<file path="src/rtl/pwcm_pkg.sv">
// Shared types, field layout and the term-to-monomial table for the polynomial warp map.
// Used by every module of the block; depends on nothing.
package pwcm_pkg;

    localparam int COEFF_W    = 64;
    localparam int COEFF_HALF = 32;
    localparam int PIX_W      = 12;
    localparam int OUT_W      = 32;
    localparam int IDX_W      = 4;
    localparam int ORD_W      = 2;

    // stream layout
    localparam int S_TDATA_W  = 96;
    localparam int AXIS_LSB   = 0;
    localparam int IDX_LSB    = 1;
    localparam int VALUE_LSB  = 5;
    localparam int COL_LSB    = 69;
    localparam int ROW_LSB    = 81;
    localparam int M_TDATA_W  = 72;
    localparam int OUT_PAD    = M_TDATA_W - (2 * OUT_W + 1);

    localparam logic       CMD_LOAD = 1'b0;
    localparam logic       CMD_EVAL = 1'b1;

    localparam logic [ORD_W-1:0] ORDER_MIN   = 2'd1;
    localparam logic [ORD_W-1:0] ORDER_RESET = 2'd1;

    // Q.40 sum to Q.12
    localparam int ROUND_SHIFT = 28;

    localparam logic [OUT_W-1:0] SRC_MAX = 32'h7FFF_FFFF;
    localparam logic [OUT_W-1:0] SRC_MIN = 32'h8000_0000;

    // canonical monomial slots, order-3 term numbering
    localparam int MONO_COUNT = 10;
    localparam int MONO_IDX_W = 4;
    localparam logic [MONO_IDX_W-1:0] MONO_ONE  = 4'd0;
    localparam logic [MONO_IDX_W-1:0] MONO_X    = 4'd1;
    localparam logic [MONO_IDX_W-1:0] MONO_X2   = 4'd2;
    localparam logic [MONO_IDX_W-1:0] MONO_X3   = 4'd3;
    localparam logic [MONO_IDX_W-1:0] MONO_Y    = 4'd4;
    localparam logic [MONO_IDX_W-1:0] MONO_XY   = 4'd5;
    localparam logic [MONO_IDX_W-1:0] MONO_X2Y  = 4'd6;
    localparam logic [MONO_IDX_W-1:0] MONO_Y2   = 4'd7;
    localparam logic [MONO_IDX_W-1:0] MONO_XY2  = 4'd8;
    localparam logic [MONO_IDX_W-1:0] MONO_Y3   = 4'd9;
    localparam logic [MONO_IDX_W-1:0] MONO_NONE = 4'd15;

    typedef struct packed {
        logic               cmd;
        logic               axis;
        logic [IDX_W-1:0]   idx;
        logic [COEFF_W-1:0] value;
    } cmd_t;

    typedef struct packed {
        logic                    saturated;
        logic signed [OUT_W-1:0] src_y;
        logic signed [OUT_W-1:0] src_x;
    } res_t;

    // monomial used by term k of a polynomial of the given order
    function automatic logic [MONO_IDX_W-1:0] mono_sel(input logic [ORD_W-1:0] order,
                                                       input logic [IDX_W-1:0] k);
        logic [MONO_IDX_W-1:0] sel;
        sel = MONO_NONE;
        case (order)
            2'd1: begin
                case (k)
                    4'd0:    sel = MONO_ONE;
                    4'd1:    sel = MONO_X;
                    4'd2:    sel = MONO_Y;
                    default: sel = MONO_NONE;
                endcase
            end
            2'd2: begin
                case (k)
                    4'd0:    sel = MONO_ONE;
                    4'd1:    sel = MONO_X;
                    4'd2:    sel = MONO_X2;
                    4'd3:    sel = MONO_Y;
                    4'd4:    sel = MONO_XY;
                    4'd5:    sel = MONO_Y2;
                    default: sel = MONO_NONE;
                endcase
            end
            2'd3: begin
                case (k)
                    4'd0:    sel = MONO_ONE;
                    4'd1:    sel = MONO_X;
                    4'd2:    sel = MONO_X2;
                    4'd3:    sel = MONO_X3;
                    4'd4:    sel = MONO_Y;
                    4'd5:    sel = MONO_XY;
                    4'd6:    sel = MONO_X2Y;
                    4'd7:    sel = MONO_Y2;
                    4'd8:    sel = MONO_XY2;
                    4'd9:    sel = MONO_Y3;
                    default: sel = MONO_NONE;
                endcase
            end
            default: sel = MONO_NONE;
        endcase
        return sel;
    endfunction

endpackage

</file>
<file path="src/rtl/pwcm_mono.sv">
// Two register stages that build every monomial x^a * y^b with a+b <= 3.
// Depends on pwcm_pkg; carries the command payload alongside.
module pwcm_mono #(
    parameter int  MAX_ORDER  = 3,
    parameter int  COORD_BITS = 12,
    localparam int MB         = MAX_ORDER * COORD_BITS
) (
    input  logic              aclk,
    input  logic              aresetn,
    input  logic              in_valid,
    output logic              in_ready,
    input  pwcm_pkg::cmd_t    in_cmd,
    input  logic [COORD_BITS-1:0] in_x,
    input  logic [COORD_BITS-1:0] in_y,
    output logic              out_valid,
    input  logic              out_ready,
    output pwcm_pkg::cmd_t    out_cmd,
    output logic [MB-1:0]     out_mono [pwcm_pkg::MONO_COUNT]
);

    localparam int W2 = 2 * COORD_BITS;
    localparam int W3 = 3 * COORD_BITS;

    logic                  v2_reg, v2_next, v3_reg, v3_next;
    logic                  en2, en3;
    pwcm_pkg::cmd_t        cmd2_reg, cmd3_reg;
    logic [COORD_BITS-1:0] xa_reg, ya_reg;
    logic [W2-1:0]         xx_reg, yy_reg, xy_reg;
    logic [W2-1:0]         xx_next, yy_next, xy_next;
    logic [W3-1:0]         x3_w, x2y_w, xy2_w, y3_w;
    logic [MB-1:0]         mono_reg  [pwcm_pkg::MONO_COUNT];
    logic [MB-1:0]         mono_next [pwcm_pkg::MONO_COUNT];

    assign en3      = !v3_reg || out_ready;
    assign en2      = !v2_reg || en3;
    assign in_ready = en2;

    assign v2_next = en2 ? in_valid : v2_reg;
    assign v3_next = en3 ? v2_reg : v3_reg;

    assign xx_next = W2'(in_x) * W2'(in_x);
    assign yy_next = W2'(in_y) * W2'(in_y);
    assign xy_next = W2'(in_x) * W2'(in_y);

    assign x3_w  = W3'(xx_reg) * W3'(xa_reg);
    assign x2y_w = W3'(xx_reg) * W3'(ya_reg);
    assign xy2_w = W3'(yy_reg) * W3'(xa_reg);
    assign y3_w  = W3'(yy_reg) * W3'(ya_reg);

    always_comb begin
        mono_next[pwcm_pkg::MONO_ONE] = MB'(1);
        mono_next[pwcm_pkg::MONO_X]   = MB'(xa_reg);
        mono_next[pwcm_pkg::MONO_X2]  = MB'(xx_reg);
        mono_next[pwcm_pkg::MONO_X3]  = MB'(x3_w);
        mono_next[pwcm_pkg::MONO_Y]   = MB'(ya_reg);
        mono_next[pwcm_pkg::MONO_XY]  = MB'(xy_reg);
        mono_next[pwcm_pkg::MONO_X2Y] = MB'(x2y_w);
        mono_next[pwcm_pkg::MONO_Y2]  = MB'(yy_reg);
        mono_next[pwcm_pkg::MONO_XY2] = MB'(xy2_w);
        mono_next[pwcm_pkg::MONO_Y3]  = MB'(y3_w);
    end

    always_ff @(posedge aclk) begin
        if (!aresetn) begin
            v2_reg <= 1'b0;
            v3_reg <= 1'b0;
        end else begin
            v2_reg <= v2_next;
            v3_reg <= v3_next;
        end
    end

    always_ff @(posedge aclk) begin
        if (en2) begin
            cmd2_reg <= in_cmd;
            xa_reg   <= in_x;
            ya_reg   <= in_y;
            xx_reg   <= xx_next;
            yy_reg   <= yy_next;
            xy_reg   <= xy_next;
        end
        if (en3) begin
            cmd3_reg <= cmd2_reg;
            mono_reg <= mono_next;
        end
    end

    assign out_valid = v3_reg;
    assign out_cmd   = cmd3_reg;
    assign out_mono  = mono_reg;

endmodule

</file>
<file path="config.mk">
export PLATFORM = sky130hd
export DESIGN_NAME = pwcm_mono
export DESIGN_NICKNAME = d
export VERILOG_FILES = /design/src/rtl/pwcm_pkg.sv /design/src/rtl/pwcm_mono.sv
export SDC_FILE = /design/constraint.sdc
export NUM_CORES = 2
export LEC_CHECK = 0
export BUFFER_PORTS_ARGS = -buffer_cell sky130_fd_sc_hd__buf_2
export CORE_MARGIN = 2
export CORE_UTILIZATION = 62
export CTS_BUF_LIST = sky130_fd_sc_hd__clkbuf_8 sky130_fd_sc_hd__clkbuf_16
export DETAILED_ROUTE_END_ITERATION = 6
export GPL_ROUTABILITY_DRIVEN = 0
export PLACE_DENSITY = 0.89
export SYNTH_ARGS = -nofsm -noshare
export SYNTH_HDL_FRONTEND = slang
export SYNTH_SLANG_ARGS = --single-unit
</file>
<file path="constraint.sdc">
create_clock -name aclk -period 17.55 [get_ports aclk]
set_input_delay 3.51 -clock aclk [delete_from_list [all_inputs] [get_ports aclk]]
set_output_delay 3.51 -clock aclk [all_outputs]
set_load 0.01 [all_outputs]
</file>
# After elaboration in Yosys (flattened, before gate mapping)
# Index checks and enable logic that the tools add are counted.
[totals]
register_bits = 478
latchBits = 0
ram_bits = 0
mem_bits_ro = 0
input_bits = 98
out_inout_bits = 432
elab_cells = 35
memories = 0
[op_classes]
n_addsub = 0
n_mul = 7
div = 0
n_lt_le_gt_ge = 0
n_eq_ne = 0
shifts = 0
mux = 0
bitwise = 0
reduce_logical = 4
[ops]
columns = ["cell", "n"]
rows = [
  ["$mul A24 B12 Y36", 4],
  ["$mul A12 B12 Y24", 3],
  ["$logic_not A1 Y1", 2],
  ["$logic_or A1 B1 Y1", 2],
]

# Logic depth before layout (Yosys ltp)
[logic_depth]
word_depth = 3
depth_mapped = 24
mapped_depth_nobuf = 22

# Worst setup path before layout
# OpenSTA, ideal clock, no wires.
[synth_path]
path_kind = "input to output"
startpoint = "input out_ready"
endpoint = "output in_ready"
arrival_ps = 7037
t_required_ps = 14040
slack_ps = 7003
path_stages = 2
n_path_buf = 0
path_cell_list = "nor2b_1 -> nand2_1"
[synth_between]
elab_chain_cells = 2
[synth_rtl]
columns = ["element", "line_no", "source"]
rows = [
  ["start, declared", "pwcm_mono.sv:16", "input logic out_ready,"],
  ["$logic_or A1 B1 Y1", "pwcm_mono.sv:34", "assign en3 = !v3_reg || out_ready;"],
  ["$logic_or A1 B1 Y1", "pwcm_mono.sv:35", "assign en2 = !v2_reg || en3;"],
  ["end, declared", "pwcm_mono.sv:11", "output logic in_ready,"],
]
# No other way between the ends.

# Final worst setup path
[layout_path]
startpoint = "input in_y[6]"
endpoint = "register xy_reg[23], data pin"
[layout_between]
elab_chain_cells = 1
[layout_rtl]
columns = ["element", "line_no", "source"]
rows = [
  ["start, declared", "pwcm_mono.sv:14", "input logic [COORD_BITS-1:0] in_y,"],
  ["$mul A12 B12 Y24", "pwcm_mono.sv:43", "assign xy_next = W2'(in_x) * W2'(in_y);"],
  ["named net xy_next[23]", "pwcm_mono.sv:29", "logic [W2-1:0] xx_next, yy_next, xy_next;"],
  ["end signal, assigned", "pwcm_mono.sv:80", "xy_reg <= xy_next;"],
  ["end, declared", "pwcm_mono.sv:28", "logic [W2-1:0] xx_reg, yy_reg, xy_reg;"],
]
# The timed path passes the listed nets, and every way through them passes these cells.
# A chain may end at the register's enable or synchronous reset.

==> results.json <==
{
  "largest_register_ffs": 233,
  "place_ws_ns": 8.09,
  "die_w_um": 320,
  "ys_async_sr_fraction": 0,
  "setup_violations": 0,
  "cts_buffers": 53,
  "final_cell_count_no_fill": 7783,
  "vias": 43600,
  "synth_top_family_by_area": "adder cells",
  "hp-class": "reg2reg",
  "drv_slew": 0,
  "die_area_mm2": 0.103,
  "num_rows": 115,
  "cts_max_level": 2,
  "seq_area_frac_synth": 0.226,
  "worstMarginPinSlew_ns": 1.13,
  "fmax_ghz": 0.111,
  "grt_pass1_vias": 47900,
  "postCtsSetupRepairBufs": 0,
  "cp_max_fo": 18,
  "grt_max_degree": 85,
  "synth_adder_area_share": 0.457,
  "hold_buffers": 0,
  "grt_setup_unrepaired": "false",
  "ys_ff_latch": 467,
  "cts.sink_count": 467,
  "clk_pin_slew_ns": 0.06,
  "die_h_um": 320,
  "cp-start-kind": "input port",
  "crit_top_cell": "fa_1",
  "status": "complete, no violations",
  "finalWirelength_mm": 149,
  "cts_tree": "yes",
  "yosys.area_share.simple": 0.129,
  "drtAntennaViolNets": 0,
  "fin_tns_setup_ns": 0,
  "syn_avg_cell_area_um2": 10.0,
  "grt_overflow": 0,
  "core_area_mm2": 0.0987,
  "synth-xor-area-share": 0.0264,
  "grt_pass1_wl_mm": 243,
  "fillers": 7174,
  "synth_edf_count": 465,
  "netlist_instances": 6171,
  "muxShareOfSynthArea": 0.000363,
  "initial_core_util": 0.628,
  "track_usage": 0.300,
  "hpwl_mm": 111,
  "cts_resized": 0,
  "cts-root-buf": "clkbuf_16",
  "ys.flop_type": "edfxtp_1",
  "finalWorstSetupSlack_ns": 8.54,
  "antenna_found_initial": 8,
  "hold_violations": 0,
  "arrival_ns": 9.41,
  "path_delay_family": "adder cells",
  "ys_types": 73,
  "vias_per_cell": 5.60,
  "end_kind": "register",
  "io_pins": 530,
  "path_cells": "buf_2, clkinv_1, nor2_1, fa_1, inv_1, fa_1, inv_1, fa_1, fa_1, inv_1, fa_1, inv_1, ha_1, a21oi_1, o21ai_0, o21bai_1, o41a_1, a211o_1, a21oi_1, o21bai_1, a21oi_1, xnor2_1",
  "crit_buf_inv": 6,
  "drt_pass1_iterations": 6,
  "critical_path_class": "in2reg",
  "clkLatencyLatePin_ns": 0.67,
  "clockBufferDepth": 3,
  "synth.cell_area_mm2": 0.0620,
  "post_drt_wl_per_cell_um": 19.2,
  "critPathRequiredTime_ns": 17.95,
  "cap_viol_max_count": 0,
  "critical_path.slowest_cell": "fa_1",
  "fin_worst_skew_ns": 0.0459,
  "synth-compound-area-share": 0.0452,
  "portBuffers": 407,
  "fin_nets": 8146,
  "placed_cells": 7685,
  "route.detailed.drc": 0,
  "area_growth_pct": 7.22,
  "drt-initial-drc-count": 3497,
  "worst_path_largest_cell_delay_ns": 0.50,
  "period_share": 0.514,
  "final.min_clock_period_ns": 9.01,
  "hold_ws_ns": 0.410,
  "drive_gt1_frac": 0.0908,
  "slew_headroom": 0.244,
  "yosysWarnings": 0
}
==> Yosys cell counts, drive strengths merged (15+ instances only) <==
| library cell | instances | area share |
|---|---|---|
| xnor2 | 144 | 0.020 |
| fa | 1116 | 0.36 |
| clkbuf | 271 | 0.016 |
| o21a | 19 | 0.0024 |
| nand3 | 31 | 0.0025 |
| o21ai | 78 | 0.0064 |
| buf | 129 | 0.016 |
| and2 | 490 | 0.049 |
| and3 | 19 | 0.0019 |
| ha | 478 | 0.096 |
| nor3 | 19 | 0.0017 |
| nor2 | 114 | 0.0069 |
| nand4 | 16 | 0.0016 |
| a31oi | 15 | 0.0016 |
| xor2 | 43 | 0.0061 |
| nand2 | 936 | 0.057 |
| nand2b | 19 | 0.0020 |
| edfxtp | 465 | 0.23 |
| inv | 1390 | 0.084 |
| nor2b | 33 | 0.0033 |
| a21o | 68 | 0.0082 |
| o21bai | 30 | 0.0036 |
| a21oi | 153 | 0.013 |
==> through the flow <==
stage	utilization	instance area (µm²)
after CTS	0.673	66400
final	0.673	66500
after global placement	0.656	64800
after floorplan	-	62500
after detailed placement	0.656	64800
after global routing	0.673	66400
==> final timing paths <==
check,from,slack (ns),endpoint,depth (start not counted)
max,in_y[6],8.54,xy_reg[23],22
min,cmd2_reg[21],0.41,out_cmd[21],0
max reg2reg,xx_reg[7],10.40,out_mono[143],23
min reg2reg,cmd2_reg[21],0.41,out_cmd[21],0
==> layer usage <==
metal  GRT usage  share of wire  vias up
li1            -              -    18900
met1       0.375           0.37    22000
met2       0.510           0.49     2248
met3      0.0590          0.095      480
met4       0.134          0.044        2
met5           0        0.00010        -
==> logic make-up (layout without fill, tap and decap cells) <==
family          Yosys count  count (layout)
mux                       2               2
other cells               2             157
flops                   467             467
compound gates          429             429
fa+ha+maj              1594            1594
simple gates           1699            1699
buf+inv                1791            1961
xor+xnor                187             187
==> cell type report <==
type                       count  area [µm²]  area share
multi-input combinational   4061       41300       0.622
sequential                   467       14000       0.211
inverter                    1391        5230      0.0787
timing repair buffer         480        2610      0.0392
tap                         1287        1610      0.0242
clock buffer                  53        1330      0.0200
clock inverter                37         324     0.00488
antenna                        7        17.5    0.000264
==> cell usage in the layout (no fill, tap or decap), types with 19 or more instances in the layout <==
cell,instances
inv_1,1399
fa_1,1116
nand2_1,935
and2_1,489
ha_1,478
edfxtp_1,465
buf_2,407
conb_1,150
a21oi_1,148
xnor2_1,144
nor2_1,114
buf_4,72
o21ai_0,69
a21o_1,68
clkbuf_16,53
xor2_1,43
nor2b_1,33
nand3_1,31
o21bai_1,30
and3_1,19
==> worst reg2reg max path: stages (launching register included) <==
cell and delay [ns]:
edfxtp_1 0.79, buf_4 0.38, nand2_1 0.13, fa_1 0.56, inv_1 0.05, fa_1 0.50, inv_1 0.06, fa_1 0.53
inv_1 0.05, fa_1 0.48, inv_1 0.05, fa_1 0.47, inv_1 0.04, ha_1 0.30, o21ai_0 0.13, a211o_1 0.33
o21bai_1 0.28, a31oi_1 0.48, nand4_1 0.20, a31oi_1 0.47, nand3_1 0.19, o21bai_1 0.18, a21oi_1 0.10, xnor2_1 0.15
Power is left out: the tool's default activity adds up to more than one toggle a clock period on the data nets, which glitch-free logic cannot reach.
